--- src/sv/pip_pkg.sv ---
// Shared types and constants of the point-in-polygon test unit.
// Used by pip_ctrl, pip_datapath and point_in_polygon_test_unit; depends on nothing.

package pip_pkg;

    localparam int COORD_BITS_DEF = 20;
    localparam int TOL_BITS       = 20;
    localparam int OUT_TDATA_W    = 8;
    localparam int OPD_COUNT      = 12;

    typedef enum logic [4:0] {
        ST_IDLE,
        ST_CR0,
        ST_CR1,
        ST_LN0,
        ST_LN1,
        ST_S00,
        ST_S01,
        ST_WAIT,
        ST_DEC,
        ST_W0,
        ST_W1,
        ST_U0,
        ST_U1,
        ST_TOL,
        ST_X0,
        ST_X1,
        ST_X2,
        ST_X3,
        ST_X4,
        ST_DONE,
        ST_OUT
    } t_state;

    // Multiplier operand selection.
    typedef enum logic [3:0] {
        OPD_DX,
        OPD_DY,
        OPD_WX,
        OPD_WY,
        OPD_UX,
        OPD_UY,
        OPD_CR_HI,
        OPD_CR_LO,
        OPD_LEN_HI,
        OPD_LEN_LO,
        OPD_TOL,
        OPD_ONE
    } t_opnd;

    // Left shift applied to a product before it enters the accumulator.
    typedef enum logic [1:0] {
        SH_0,
        SH_MW,
        SH_MW1,
        SH_2MW
    } t_shift;

    // Which saved sum takes the accumulator result.
    typedef enum logic [1:0] {
        CAP_NONE,
        CAP_CR,
        CAP_LEN,
        CAP_S0
    } t_cap;

    typedef struct packed {
        logic   load_vtx;
        logic   load_first;
        logic   adv_prev;
        logic   closing;
        logic   mac_en;
        t_opnd  opa;
        t_opnd  opb;
        t_shift shift;
        logic   neg;
        logic   clr;
        t_cap   cap;
        logic   tst;
        logic   upd_par;
        logic   load_res;
    } t_dp_cmd;

    typedef struct packed {
        logic s0_le0;
        logic s0_ge_len;
    } t_dp_status;

endpackage

--- src/sv/pip_datapath.sv ---
// Datapath of the point-in-polygon test unit: vertex registers, one shared
// multiplier with a signed accumulator, saved edge sums and the result flags.
// Depends on pip_pkg.

module pip_datapath #(
    parameter int COORD_BITS = pip_pkg::COORD_BITS_DEF
) (
    input  logic                          i_clk,
    input  logic                          i_rst_n,
    input  logic signed [COORD_BITS-1:0]  i_vertex_x,
    input  logic signed [COORD_BITS-1:0]  i_vertex_y,
    input  logic signed [COORD_BITS-1:0]  i_point_x,
    input  logic signed [COORD_BITS-1:0]  i_point_y,
    input  logic                          i_cfg_wr_en,
    input  logic [pip_pkg::TOL_BITS-1:0]  i_cfg_wr_data,
    input  pip_pkg::t_dp_cmd              i_cmd,
    output pip_pkg::t_dp_status           o_status,
    output logic                          o_inside_res,
    output logic                          o_on_boundary
);

    localparam int DW = COORD_BITS + 1;
    localparam int MW = (COORD_BITS + 1 > pip_pkg::TOL_BITS) ? COORD_BITS + 1
                                                             : pip_pkg::TOL_BITS;
    localparam int PW = 2 * MW;
    localparam int SW = 2 * MW + 2;
    localparam int AW = 4 * MW + 2;

    logic signed [COORD_BITS-1:0] r_cur_x, r_cur_y, r_prev_x, r_prev_y;
    logic signed [COORD_BITS-1:0] r_first_x, r_first_y, r_query_x, r_query_y;
    logic [pip_pkg::TOL_BITS-1:0] r_tol;
    logic                         r_parity, r_near, r_inside, r_onb;
    logic signed [SW-1:0]         r_cr, r_len, r_s0;
    logic signed [AW-1:0]         r_acc;

    logic [PW-1:0]                r_prod;
    logic                         r_p_vld, r_p_neg, r_p_clr, r_p_tst;
    pip_pkg::t_shift              r_p_sh;
    pip_pkg::t_cap                r_p_cap;

    logic signed [COORD_BITS-1:0] ax, ay, bx, by;
    logic signed [DW-1:0]         dx, dy, wx, wy, ux, uy;
    logic [SW-1:0]                cr_abs;
    logic [MW-1:0]                opnd_mag [pip_pkg::OPD_COUNT];
    logic                         opnd_sgn [pip_pkg::OPD_COUNT];
    logic [MW-1:0]                mul_a, mul_b;
    logic [AW-1:0]                prod_ext;
    logic signed [AW-1:0]         term, acc_base, acc_next;
    logic                         acc_le0, crosses, dy_pos, cr_pos, toggle;

    function automatic logic [MW-1:0] mag_of(input logic signed [DW-1:0] v);
        logic [DW-1:0] m;
        m = v[DW-1] ? DW'(-v) : DW'(v);
        return MW'(m);
    endfunction

    // Edge endpoints: a running edge goes from the current vertex to the
    // previous one, the closing edge from the first vertex to the current one.
    assign ax = i_cmd.closing ? r_first_x : r_cur_x;
    assign ay = i_cmd.closing ? r_first_y : r_cur_y;
    assign bx = i_cmd.closing ? r_cur_x   : r_prev_x;
    assign by = i_cmd.closing ? r_cur_y   : r_prev_y;

    assign dx = DW'(bx) - DW'(ax);
    assign dy = DW'(by) - DW'(ay);
    assign wx = DW'(r_query_x) - DW'(ax);
    assign wy = DW'(r_query_y) - DW'(ay);
    assign ux = DW'(r_query_x) - DW'(bx);
    assign uy = DW'(r_query_y) - DW'(by);

    assign cr_abs = r_cr[SW-1] ? SW'(-r_cr) : SW'(r_cr);

    always_comb begin
        opnd_mag[pip_pkg::OPD_DX]     = mag_of(dx);
        opnd_sgn[pip_pkg::OPD_DX]     = dx[DW-1];
        opnd_mag[pip_pkg::OPD_DY]     = mag_of(dy);
        opnd_sgn[pip_pkg::OPD_DY]     = dy[DW-1];
        opnd_mag[pip_pkg::OPD_WX]     = mag_of(wx);
        opnd_sgn[pip_pkg::OPD_WX]     = wx[DW-1];
        opnd_mag[pip_pkg::OPD_WY]     = mag_of(wy);
        opnd_sgn[pip_pkg::OPD_WY]     = wy[DW-1];
        opnd_mag[pip_pkg::OPD_UX]     = mag_of(ux);
        opnd_sgn[pip_pkg::OPD_UX]     = ux[DW-1];
        opnd_mag[pip_pkg::OPD_UY]     = mag_of(uy);
        opnd_sgn[pip_pkg::OPD_UY]     = uy[DW-1];
        opnd_mag[pip_pkg::OPD_CR_HI]  = cr_abs[2*MW-1:MW];
        opnd_sgn[pip_pkg::OPD_CR_HI]  = 1'b0;
        opnd_mag[pip_pkg::OPD_CR_LO]  = cr_abs[MW-1:0];
        opnd_sgn[pip_pkg::OPD_CR_LO]  = 1'b0;
        opnd_mag[pip_pkg::OPD_LEN_HI] = r_len[2*MW-1:MW];
        opnd_sgn[pip_pkg::OPD_LEN_HI] = 1'b0;
        opnd_mag[pip_pkg::OPD_LEN_LO] = r_len[MW-1:0];
        opnd_sgn[pip_pkg::OPD_LEN_LO] = 1'b0;
        opnd_mag[pip_pkg::OPD_TOL]    = MW'(r_tol);
        opnd_sgn[pip_pkg::OPD_TOL]    = 1'b0;
        opnd_mag[pip_pkg::OPD_ONE]    = MW'(1);
        opnd_sgn[pip_pkg::OPD_ONE]    = 1'b0;
    end

    assign mul_a = opnd_mag[i_cmd.opa];
    assign mul_b = opnd_mag[i_cmd.opb];

    // Accumulate stage: the registered product is shifted, signed and added.
    always_comb begin
        prod_ext = AW'(r_prod);
        case (r_p_sh)
            pip_pkg::SH_0:   term = prod_ext;
            pip_pkg::SH_MW:  term = prod_ext << MW;
            pip_pkg::SH_MW1: term = prod_ext << (MW + 1);
            pip_pkg::SH_2MW: term = prod_ext << (2 * MW);
            default:         term = prod_ext;
        endcase
        acc_base = r_p_clr ? '0 : r_acc;
        acc_next = r_p_neg ? acc_base - term : acc_base + term;
        acc_le0  = acc_next[AW-1] || (acc_next == '0);
    end

    // The ray toward +x crosses the edge when the endpoints straddle the
    // point's y and the cross product has the sign that dy calls for.
    assign crosses = (ay > r_query_y) != (by > r_query_y);
    assign dy_pos  = !dy[DW-1] && (dy != '0);
    assign cr_pos  = !r_cr[SW-1] && (r_cr != '0);
    assign toggle  = crosses && (dy_pos ? cr_pos : r_cr[SW-1]);

    assign o_status.s0_le0    = r_s0[SW-1] || (r_s0 == '0);
    assign o_status.s0_ge_len = r_s0 >= r_len;

    always_ff @(posedge i_clk) begin
        if (!i_rst_n) begin
            r_tol    <= '0;
            r_p_vld  <= 1'b0;
            r_parity <= 1'b0;
            r_near   <= 1'b0;
        end else begin
            if (i_cfg_wr_en) begin
                r_tol <= i_cfg_wr_data;
            end
            r_p_vld <= i_cmd.mac_en;
            if (i_cmd.load_first) begin
                r_parity <= 1'b0;
                r_near   <= 1'b0;
            end
            if (i_cmd.upd_par && toggle) begin
                r_parity <= !r_parity;
            end
            if (r_p_vld && r_p_tst && acc_le0) begin
                r_near <= 1'b1;
            end
        end
    end

    always_ff @(posedge i_clk) begin
        if (i_cmd.load_vtx) begin
            r_cur_x <= i_vertex_x;
            r_cur_y <= i_vertex_y;
        end
        if (i_cmd.load_first) begin
            r_first_x <= i_vertex_x;
            r_first_y <= i_vertex_y;
            r_prev_x  <= i_vertex_x;
            r_prev_y  <= i_vertex_y;
            r_query_x <= i_point_x;
            r_query_y <= i_point_y;
        end else if (i_cmd.adv_prev) begin
            r_prev_x <= r_cur_x;
            r_prev_y <= r_cur_y;
        end
        if (i_cmd.mac_en) begin
            r_prod  <= mul_a * mul_b;
            r_p_neg <= opnd_sgn[i_cmd.opa] ^ opnd_sgn[i_cmd.opb] ^ i_cmd.neg;
            r_p_sh  <= i_cmd.shift;
            r_p_clr <= i_cmd.clr;
            r_p_cap <= i_cmd.cap;
            r_p_tst <= i_cmd.tst;
        end
        if (r_p_vld) begin
            r_acc <= acc_next;
            case (r_p_cap)
                pip_pkg::CAP_CR:  r_cr  <= acc_next[SW-1:0];
                pip_pkg::CAP_LEN: r_len <= acc_next[SW-1:0];
                pip_pkg::CAP_S0:  r_s0  <= acc_next[SW-1:0];
                default: ;
            endcase
        end
        if (i_cmd.load_res) begin
            r_inside <= r_parity | r_near;
            r_onb    <= r_near;
        end
    end

    assign o_inside_res  = r_inside;
    assign o_on_boundary = r_onb;

endmodule

--- src/sv/pip_ctrl.sv ---
// Controller of the point-in-polygon test unit: ring tracking, the per-edge
// multiply sequence and the output register handshake.
// Depends on pip_pkg.

module pip_ctrl (
    input  logic                i_clk,
    input  logic                i_rst_n,
    input  logic                i_s_valid,
    input  logic                i_s_last,
    output logic                o_s_ready,
    output logic                o_m_valid,
    input  logic                i_m_ready,
    input  pip_pkg::t_dp_status i_status,
    output pip_pkg::t_dp_cmd    o_cmd
);

    pip_pkg::t_state r_state, n_state;
    logic            r_in_ring, n_in_ring;
    logic            r_last, n_last;
    logic            r_closing, n_closing;
    logic            r_out_valid, n_out_valid;

    function automatic pip_pkg::t_dp_cmd mac_cmd(
        input pip_pkg::t_opnd  a,
        input pip_pkg::t_opnd  b,
        input pip_pkg::t_shift sh,
        input logic            ng,
        input logic            cl,
        input logic            cc
    );
        pip_pkg::t_dp_cmd c;
        c         = '0;
        c.closing = cc;
        c.mac_en  = 1'b1;
        c.opa     = a;
        c.opb     = b;
        c.shift   = sh;
        c.neg     = ng;
        c.clr     = cl;
        return c;
    endfunction

    always_ff @(posedge i_clk) begin
        if (!i_rst_n) begin
            r_state     <= pip_pkg::ST_IDLE;
            r_in_ring   <= 1'b0;
            r_last      <= 1'b0;
            r_closing   <= 1'b0;
            r_out_valid <= 1'b0;
        end else begin
            r_state     <= n_state;
            r_in_ring   <= n_in_ring;
            r_last      <= n_last;
            r_closing   <= n_closing;
            r_out_valid <= n_out_valid;
        end
    end

    always_comb begin
        n_state     = r_state;
        n_in_ring   = r_in_ring;
        n_last      = r_last;
        n_closing   = r_closing;
        n_out_valid = r_out_valid && !i_m_ready;
        o_s_ready   = 1'b0;
        o_cmd       = '0;
        o_cmd.closing = r_closing;
        case (r_state)
            pip_pkg::ST_IDLE: begin
                o_s_ready = 1'b1;
                if (i_s_valid) begin
                    o_cmd.load_vtx   = 1'b1;
                    o_cmd.load_first = !r_in_ring;
                    n_last           = i_s_last;
                    n_in_ring        = 1'b1;
                    if (r_in_ring) begin
                        n_closing = 1'b0;
                        n_state   = pip_pkg::ST_CR0;
                    end else if (i_s_last) begin
                        // A lone vertex still forms the degenerate closing edge.
                        n_closing = 1'b1;
                        n_state   = pip_pkg::ST_CR0;
                    end
                end
            end
            pip_pkg::ST_CR0: begin
                o_cmd   = mac_cmd(pip_pkg::OPD_DX, pip_pkg::OPD_WY, pip_pkg::SH_0,
                                  1'b0, 1'b1, r_closing);
                n_state = pip_pkg::ST_CR1;
            end
            pip_pkg::ST_CR1: begin
                o_cmd     = mac_cmd(pip_pkg::OPD_DY, pip_pkg::OPD_WX, pip_pkg::SH_0,
                                    1'b1, 1'b0, r_closing);
                o_cmd.cap = pip_pkg::CAP_CR;
                n_state   = pip_pkg::ST_LN0;
            end
            pip_pkg::ST_LN0: begin
                o_cmd   = mac_cmd(pip_pkg::OPD_DX, pip_pkg::OPD_DX, pip_pkg::SH_0,
                                  1'b0, 1'b1, r_closing);
                n_state = pip_pkg::ST_LN1;
            end
            pip_pkg::ST_LN1: begin
                o_cmd     = mac_cmd(pip_pkg::OPD_DY, pip_pkg::OPD_DY, pip_pkg::SH_0,
                                    1'b0, 1'b0, r_closing);
                o_cmd.cap = pip_pkg::CAP_LEN;
                n_state   = pip_pkg::ST_S00;
            end
            pip_pkg::ST_S00: begin
                o_cmd   = mac_cmd(pip_pkg::OPD_WX, pip_pkg::OPD_DX, pip_pkg::SH_0,
                                  1'b0, 1'b1, r_closing);
                n_state = pip_pkg::ST_S01;
            end
            pip_pkg::ST_S01: begin
                o_cmd     = mac_cmd(pip_pkg::OPD_WY, pip_pkg::OPD_DY, pip_pkg::SH_0,
                                    1'b0, 1'b0, r_closing);
                o_cmd.cap = pip_pkg::CAP_S0;
                n_state   = pip_pkg::ST_WAIT;
            end
            pip_pkg::ST_WAIT: begin
                n_state = pip_pkg::ST_DEC;
            end
            pip_pkg::ST_DEC: begin
                // The projection falls before the start, past the end, or inside.
                o_cmd.upd_par = 1'b1;
                if (i_status.s0_le0) begin
                    n_state = pip_pkg::ST_W0;
                end else if (i_status.s0_ge_len) begin
                    n_state = pip_pkg::ST_U0;
                end else begin
                    n_state = pip_pkg::ST_X0;
                end
            end
            pip_pkg::ST_W0: begin
                o_cmd   = mac_cmd(pip_pkg::OPD_WX, pip_pkg::OPD_WX, pip_pkg::SH_0,
                                  1'b0, 1'b1, r_closing);
                n_state = pip_pkg::ST_W1;
            end
            pip_pkg::ST_W1: begin
                o_cmd   = mac_cmd(pip_pkg::OPD_WY, pip_pkg::OPD_WY, pip_pkg::SH_0,
                                  1'b0, 1'b0, r_closing);
                n_state = pip_pkg::ST_TOL;
            end
            pip_pkg::ST_U0: begin
                o_cmd   = mac_cmd(pip_pkg::OPD_UX, pip_pkg::OPD_UX, pip_pkg::SH_0,
                                  1'b0, 1'b1, r_closing);
                n_state = pip_pkg::ST_U1;
            end
            pip_pkg::ST_U1: begin
                o_cmd   = mac_cmd(pip_pkg::OPD_UY, pip_pkg::OPD_UY, pip_pkg::SH_0,
                                  1'b0, 1'b0, r_closing);
                n_state = pip_pkg::ST_TOL;
            end
            pip_pkg::ST_TOL: begin
                o_cmd     = mac_cmd(pip_pkg::OPD_TOL, pip_pkg::OPD_ONE, pip_pkg::SH_0,
                                    1'b1, 1'b0, r_closing);
                o_cmd.tst = 1'b1;
                n_state   = pip_pkg::ST_DONE;
            end
            pip_pkg::ST_X0: begin
                o_cmd   = mac_cmd(pip_pkg::OPD_CR_HI, pip_pkg::OPD_CR_HI, pip_pkg::SH_2MW,
                                  1'b0, 1'b1, r_closing);
                n_state = pip_pkg::ST_X1;
            end
            pip_pkg::ST_X1: begin
                // The cross term of the square counts twice, hence one extra shift.
                o_cmd   = mac_cmd(pip_pkg::OPD_CR_HI, pip_pkg::OPD_CR_LO, pip_pkg::SH_MW1,
                                  1'b0, 1'b0, r_closing);
                n_state = pip_pkg::ST_X2;
            end
            pip_pkg::ST_X2: begin
                o_cmd   = mac_cmd(pip_pkg::OPD_CR_LO, pip_pkg::OPD_CR_LO, pip_pkg::SH_0,
                                  1'b0, 1'b0, r_closing);
                n_state = pip_pkg::ST_X3;
            end
            pip_pkg::ST_X3: begin
                o_cmd   = mac_cmd(pip_pkg::OPD_TOL, pip_pkg::OPD_LEN_LO, pip_pkg::SH_0,
                                  1'b1, 1'b0, r_closing);
                n_state = pip_pkg::ST_X4;
            end
            pip_pkg::ST_X4: begin
                o_cmd     = mac_cmd(pip_pkg::OPD_TOL, pip_pkg::OPD_LEN_HI, pip_pkg::SH_MW,
                                    1'b1, 1'b0, r_closing);
                o_cmd.tst = 1'b1;
                n_state   = pip_pkg::ST_DONE;
            end
            pip_pkg::ST_DONE: begin
                if (r_closing) begin
                    n_state = pip_pkg::ST_OUT;
                end else begin
                    o_cmd.adv_prev = 1'b1;
                    if (r_last) begin
                        n_closing = 1'b1;
                        n_state   = pip_pkg::ST_CR0;
                    end else begin
                        n_state = pip_pkg::ST_IDLE;
                    end
                end
            end
            pip_pkg::ST_OUT: begin
                if (!r_out_valid || i_m_ready) begin
                    o_cmd.load_res = 1'b1;
                    n_out_valid    = 1'b1;
                    n_in_ring      = 1'b0;
                    n_state        = pip_pkg::ST_IDLE;
                end
            end
            default: begin
                n_state = pip_pkg::ST_IDLE;
            end
        endcase
    end

    assign o_m_valid = r_out_valid;

`ifndef SYNTHESIS
    a_res_after_closing: assert property (@(posedge i_clk) disable iff (!i_rst_n)
        o_cmd.load_res |-> (r_closing && (!r_out_valid || i_m_ready)))
        else $error("result loaded outside a closing edge or over a held result");

    a_done_after_test: assert property (@(posedge i_clk) disable iff (!i_rst_n)
        (r_state == pip_pkg::ST_DONE) |->
            ($past(r_state) == pip_pkg::ST_TOL || $past(r_state) == pip_pkg::ST_X4))
        else $error("edge finished without a distance test");

    a_closing_stable: assert property (@(posedge i_clk) disable iff (!i_rst_n)
        (r_state != pip_pkg::ST_IDLE && r_state != pip_pkg::ST_DONE) |=> $stable(r_closing))
        else $error("edge selection changed in the middle of an edge");
`endif

endmodule

--- src/sv/point_in_polygon_test_unit.sv ---
// Top level of the point-in-polygon test unit: stream ports, field packing and
// the controller/datapath pair. Depends on pip_pkg, pip_ctrl and pip_datapath.
//
// Usage: the vertices of one closed ring arrive on the slave stream, one item
// each, with the query point (taken from the first vertex of a ring only) and
// tlast on the final vertex. Each ring produces one item on the master stream
// carrying inside_res and on_boundary. The tolerance register is written
// through i_cfg_wr_en / i_cfg_wr_data; the user must write it only while the
// unit is idle, which the unit itself does not enforce. Each edge runs through
// one shared multiplier, one product a cycle, with one distance test when the
// nearest point is an endpoint and another when it lies inside the segment.
// A vertex is taken only once the edge of the previous one is done. Every
// vertex but the first of a ring runs one edge; the last runs two (its own and
// the closing edge) and then loads the output register, which raises tvalid
// (a lone vertex has only the closing edge). Reset clears the ring tracking,
// the tolerance register and the output valid. A stalled receiver holds the
// result in the output register; the unit keeps taking vertices of the next
// ring and only waits at that ring's result.

module point_in_polygon_test_unit #(
    parameter int COORD_BITS = pip_pkg::COORD_BITS_DEF
) (
    input  logic                             i_clk,
    input  logic                             i_rst_n,
    input  logic                             i_s_axis_tvalid,
    output logic                             o_s_axis_tready,
    // vertex_x, vertex_y, point_x, point_y, then zero padding
    input  logic [((4*COORD_BITS+7)/8)*8-1:0] i_s_axis_tdata,
    // last_vertex
    input  logic                             i_s_axis_tlast,
    output logic                             o_m_axis_tvalid,
    input  logic                             i_m_axis_tready,
    // inside_res, on_boundary, then zero padding
    output logic [pip_pkg::OUT_TDATA_W-1:0]  o_m_axis_tdata,
    input  logic                             i_cfg_wr_en,
    input  logic [pip_pkg::TOL_BITS-1:0]     i_cfg_wr_data
);

    pip_pkg::t_dp_cmd    cmd;
    pip_pkg::t_dp_status status;
    logic                inside_res, on_boundary;

    pip_ctrl u_ctrl (
        .i_clk     (i_clk),
        .i_rst_n   (i_rst_n),
        .i_s_valid (i_s_axis_tvalid),
        .i_s_last  (i_s_axis_tlast),
        .o_s_ready (o_s_axis_tready),
        .o_m_valid (o_m_axis_tvalid),
        .i_m_ready (i_m_axis_tready),
        .i_status  (status),
        .o_cmd     (cmd)
    );

    pip_datapath #(
        .COORD_BITS (COORD_BITS)
    ) u_datapath (
        .i_clk         (i_clk),
        .i_rst_n       (i_rst_n),
        .i_vertex_x    (i_s_axis_tdata[COORD_BITS-1:0]),
        .i_vertex_y    (i_s_axis_tdata[2*COORD_BITS-1:COORD_BITS]),
        .i_point_x     (i_s_axis_tdata[3*COORD_BITS-1:2*COORD_BITS]),
        .i_point_y     (i_s_axis_tdata[4*COORD_BITS-1:3*COORD_BITS]),
        .i_cfg_wr_en   (i_cfg_wr_en),
        .i_cfg_wr_data (i_cfg_wr_data),
        .i_cmd         (cmd),
        .o_status      (status),
        .o_inside_res  (inside_res),
        .o_on_boundary (on_boundary)
    );

    assign o_m_axis_tdata = {{(pip_pkg::OUT_TDATA_W-2){1'b0}}, on_boundary, inside_res};

endmodule
--- config.mk ---
export PLATFORM = sky130hd
export DESIGN_NAME = point_in_polygon_test_unit
export DESIGN_NICKNAME = d
export VERILOG_FILES = /design/src/sv/pip_pkg.sv /design/src/sv/pip_datapath.sv /design/src/sv/pip_ctrl.sv /design/src/sv/point_in_polygon_test_unit.sv
export SDC_FILE = /design/constraint.sdc
export NUM_CORES = 2
export LEC_CHECK = 0
export BUFFER_PORTS_ARGS = -buffer_cell sky130_fd_sc_hd__clkbuf_2
export CORE_UTILIZATION = 50
export DETAILED_ROUTE_END_ITERATION = 12
export PLACE_DENSITY_LB_ADDON = 0.1
export SLEW_MARGIN = 40
export SYNTH_ARGS = -nofsm -noshare
export SYNTH_HDL_FRONTEND = slang
export SYNTH_SLANG_ARGS = --single-unit
export TNS_END_PERCENT = 5
--- constraint.sdc ---
create_clock -name i_clk -period 13.1 [get_ports i_clk]
set_clock_uncertainty 0.05 [all_clocks]
set_input_delay 2.62 -clock i_clk [delete_from_list [all_inputs] [get_ports i_clk]]
set_output_delay 2.62 -clock i_clk [all_outputs]
set_load 0.03 [all_outputs]
==> flow_summary.yaml <==
status:
  status: "complete, no violations"
drt:
  first_pass_iters: 6
  via_count: 49500
  first_iter_violations: 5255
  routed_wl_mm: 200
  drc: 0
  vias_per_cell: 6.24
  antenna_left: 0
  post_drt_wl_per_cell_um: 25.3
layout:
  postLayoutCellArea_um2: 60300
  fillers: 10200
  finalNetCount: 7289
  syn2layout_area_growth_pct: 8.37
  layout.area.seq_um2: 13500
  drive_gt1_share_pct: 8.26
  multiInputGateArea_um2: 39100
cts:
  clk_latency_ns: 0.69
  cts_tree: "yes"
  numCtsBuffers: 55
  cts_max_level: 2
  clock-root-buffer: "clkbuf_16"
  clk_path_buf_depth: 3
  cts_sinks: 461
  clk_pin_slew_worst_paths_ns: 0.06
grt:
  grt_pass1_vias: 47100
  antenna_found_initial: 5
  grt_max_degree: 89
  met3_usage_pct: 9.48
  grt_usage_pct: 35.4
  grt_busiest_layer: "met2"
  use_met1_pct: 50.3
  grt_pass1_wl_mm: 300
  grt_overflow: 0
  grt_use_met2_pct: 53.2
worst_setup_path:
  path_max_fanout: 20
  slowest_delay_ns: 0.60
  cp.arrival_ns: 12.86
  critPathKind: "flip-flop to flip-flop"
  reg2reg_slack_ns: 0.58
  cp_common_cell: "fa_1"
  r2r_cells: 39
  startpoint_type: "flip-flop"
  r2r-end: "u_datapath.r_prod[41]"
  timing.rr.start: "u_ctrl.r_closing"
  crit_path_end_kind: "flip-flop"
  cp.required_ns: 13.44
  cpMaxStageDelayCell: "o221ai_1"
min_path:
  hold_class: "flip-flop to flip-flop"
  hold_depth: 2
  holdPathEnd: "u_ctrl.r_last"
  min_from: "u_ctrl.r_last"
sta:
  grt_setup_unrepaired: "false"
  layout_worst_path_cycle_share_pct: 95.6
  slew_viol_final: 0
  hold_viol: 0
  min_period_ns: 12.52
  tightest_slew_ns: 0.892
  maxSlewHeadroom_pct: 40.1
  setup_viol_count_final: 0
  fmax_ghz: 0.0799
  finalSetupTns_ns: 0
placement:
  portBuffers: 109
  hpwl_mm: 160
  place_congestion: 1.04
  dpl_cell_area_um2: 58100
logic_synthesis:
  synth_top_family_by_area: "adder cells"
  yosys.area_share.simple_pct: 19.5
  syn-instance-count: 6420
  synth_top_area_share_pct: 23.2
  synth_most_common_cell: "nand2_1"
  ys_seq_elements: 461
  yosysSeqAreaShare_pct: 24.3
  syn_avg_cell_area_um2: 8.66
  synth_mux_area_share_pct: 3.87
  synthArstFlopShare_pct: 0
  syn_area_um2: 55600
  synth_compound_area_share_pct: 17.6
  yosys_warnings: 0
  synthAdderAreaFrac_pct: 22.4
  yosys.area.top_type: "edfxtp_1"
  synth_xor_area_share_pct: 6.12
  synth_commonest_cells: "nand2_1, inv_1, a21oi_1"
  synth_edf_count: 429
  synth_cell_types: 115
  synth-main-ff-cell: "edfxtp_1"
  synthTopCellsByArea: "edfxtp_1, fa_1, ha_1"
floorplanning:
  ios: 116
  die_area_um2: 113000
  fp.dieW_um: 335
  core_um2: 110000
  start_util_pct: 50.7
  die_h_um: 335
  rows: 121
flow_run:
  drv_cap: 0
## layout make-up
class	instances	area share (%)
antenna	3	0.0125
clock buffer	64	2.36
clock inverter	40	0.812
inverter	573	3.57
multi-input combinational	5063	64.9
sequential	461	22.5
tap	1476	3.06
timing repair buffer	253	2.80
## cell families (layout without fill, tap and decap cells)
| group | count (synthesis) | count (layout) |
|---|---|---|
| fa+ha+maj | 776 | 776 |
| mux | 199 | 199 |
| buf+inv | 901 | 930 |
| xor+xnor | 388 | 388 |
| simple gates | 2184 | 2184 |
| flops | 461 | 461 |
| compound gates | 1510 | 1510 |
| other cells | 1 | 9 |
## flip-flops by register name, summed over array words and instances (netlist names), 2 cells and up
| name | cells |
|---|---|
| u_datapath.r_prev_x | 20 |
| u_datapath.r_prev_y | 20 |
| u_datapath.r_len | 44 |
| u_datapath.r_prod | 42 |
| u_datapath.r_acc | 86 |
| u_datapath.r_cr | 44 |
| u_datapath.r_query_y | 20 |
| u_datapath.r_cur_y | 20 |
| u_datapath.r_first_x | 20 |
| u_ctrl.r_state | 5 |
| u_datapath.r_query_x | 20 |
| u_datapath.r_tol | 20 |
| u_datapath.r_first_y | 20 |
| u_datapath.r_s0 | 44 |
| u_datapath.r_p_sh | 2 |
| u_datapath.r_cur_x | 20 |
| u_datapath.r_p_cap | 2 |
## critical path: cells and delay by family, from the launching register on
family          cells  cell delay (ns)
compound gates     15             3.94
xor+xnor            2             0.66
fa+ha+maj           9             4.25
buf+inv             5             0.79
flops               1             0.55
mux                 2             0.59
simple gates        6             1.35
## placed cells by master (no fill, tap or decap), drive strengths merged, types with 36 or more instances in the layout
| cell | instances |
|---|---|
| ha | 411 |
| or3 | 62 |
| nand3 | 84 |
| nor3 | 133 |
| nor2 | 411 |
| nor2b | 193 |
| a21oi | 466 |
| a31oi | 56 |
| mux2i | 180 |
| xnor2 | 237 |
| nand4 | 65 |
| clkbuf | 173 |
| nor4 | 49 |
| nand2b | 90 |
| o21bai | 37 |
| nand3b | 36 |
| buf | 144 |
| inv | 583 |
| and3 | 50 |
| o211ai | 63 |
| o21a | 61 |
| o31ai | 47 |
| edfxtp | 429 |
| a21o | 130 |
| a211oi | 43 |
| and2 | 120 |
| nand2 | 761 |
| xor2 | 151 |
| o21ai | 316 |
| fa | 365 |
## layer usage
layer / wire, µm / up-vias
li1: - / 22600
met1: 86800 / 24200
met3: 22300 / 329
met5: 43 / -
met2: 85700 / 2334
met4: 5500 / 6
## how the worst max path moves through the flow
| stage | from | end | slack [ns] | cells past startpoint |
|---|---|---|---|---|
| after global placement | u_ctrl.r_closing | u_datapath.r_prod[41] | 0.47 | 39 |
| after floorplan | u_ctrl.r_closing | u_datapath.r_prod[41] | 1.31 | 47 |
| after CTS | u_ctrl.r_closing | u_datapath.r_prod[41] | 0.38 | 41 |
| after detailed placement | u_ctrl.r_closing | u_datapath.r_prod[41] | 0.44 | 39 |
| final | u_ctrl.r_closing | u_datapath.r_prod[41] | 0.58 | 39 |
| after global routing | u_ctrl.r_closing | u_datapath.r_prod[41] | 0.05 | 42 |
## repair_timing
item / 4_1_cts / 5_1_grt
buffers inserted: 0 / 3
setup endpoints to repair: 0 / 8
resized for setup: 0 / 40
hold buffers: 0 / 0
## through the flow
step	utilization, %	cells	setup WS (ns)	hold slack [ns]
2_1_floorplan	-	6425	1.31	0.381
3_3_place_gp	52.9	7822	0.473	0.434
3_5_place_dp	53.0	7823	0.439	0.449
4_1_cts	54.7	7927	0.380	0.458
5_1_grt	55.0	7930	0.0456	0.490
6_report	55.0	7933	0.583	0.454
Power is left out: the tool's default activity adds up to more than one toggle a clock period on the data nets, which glitch-free logic cannot reach.
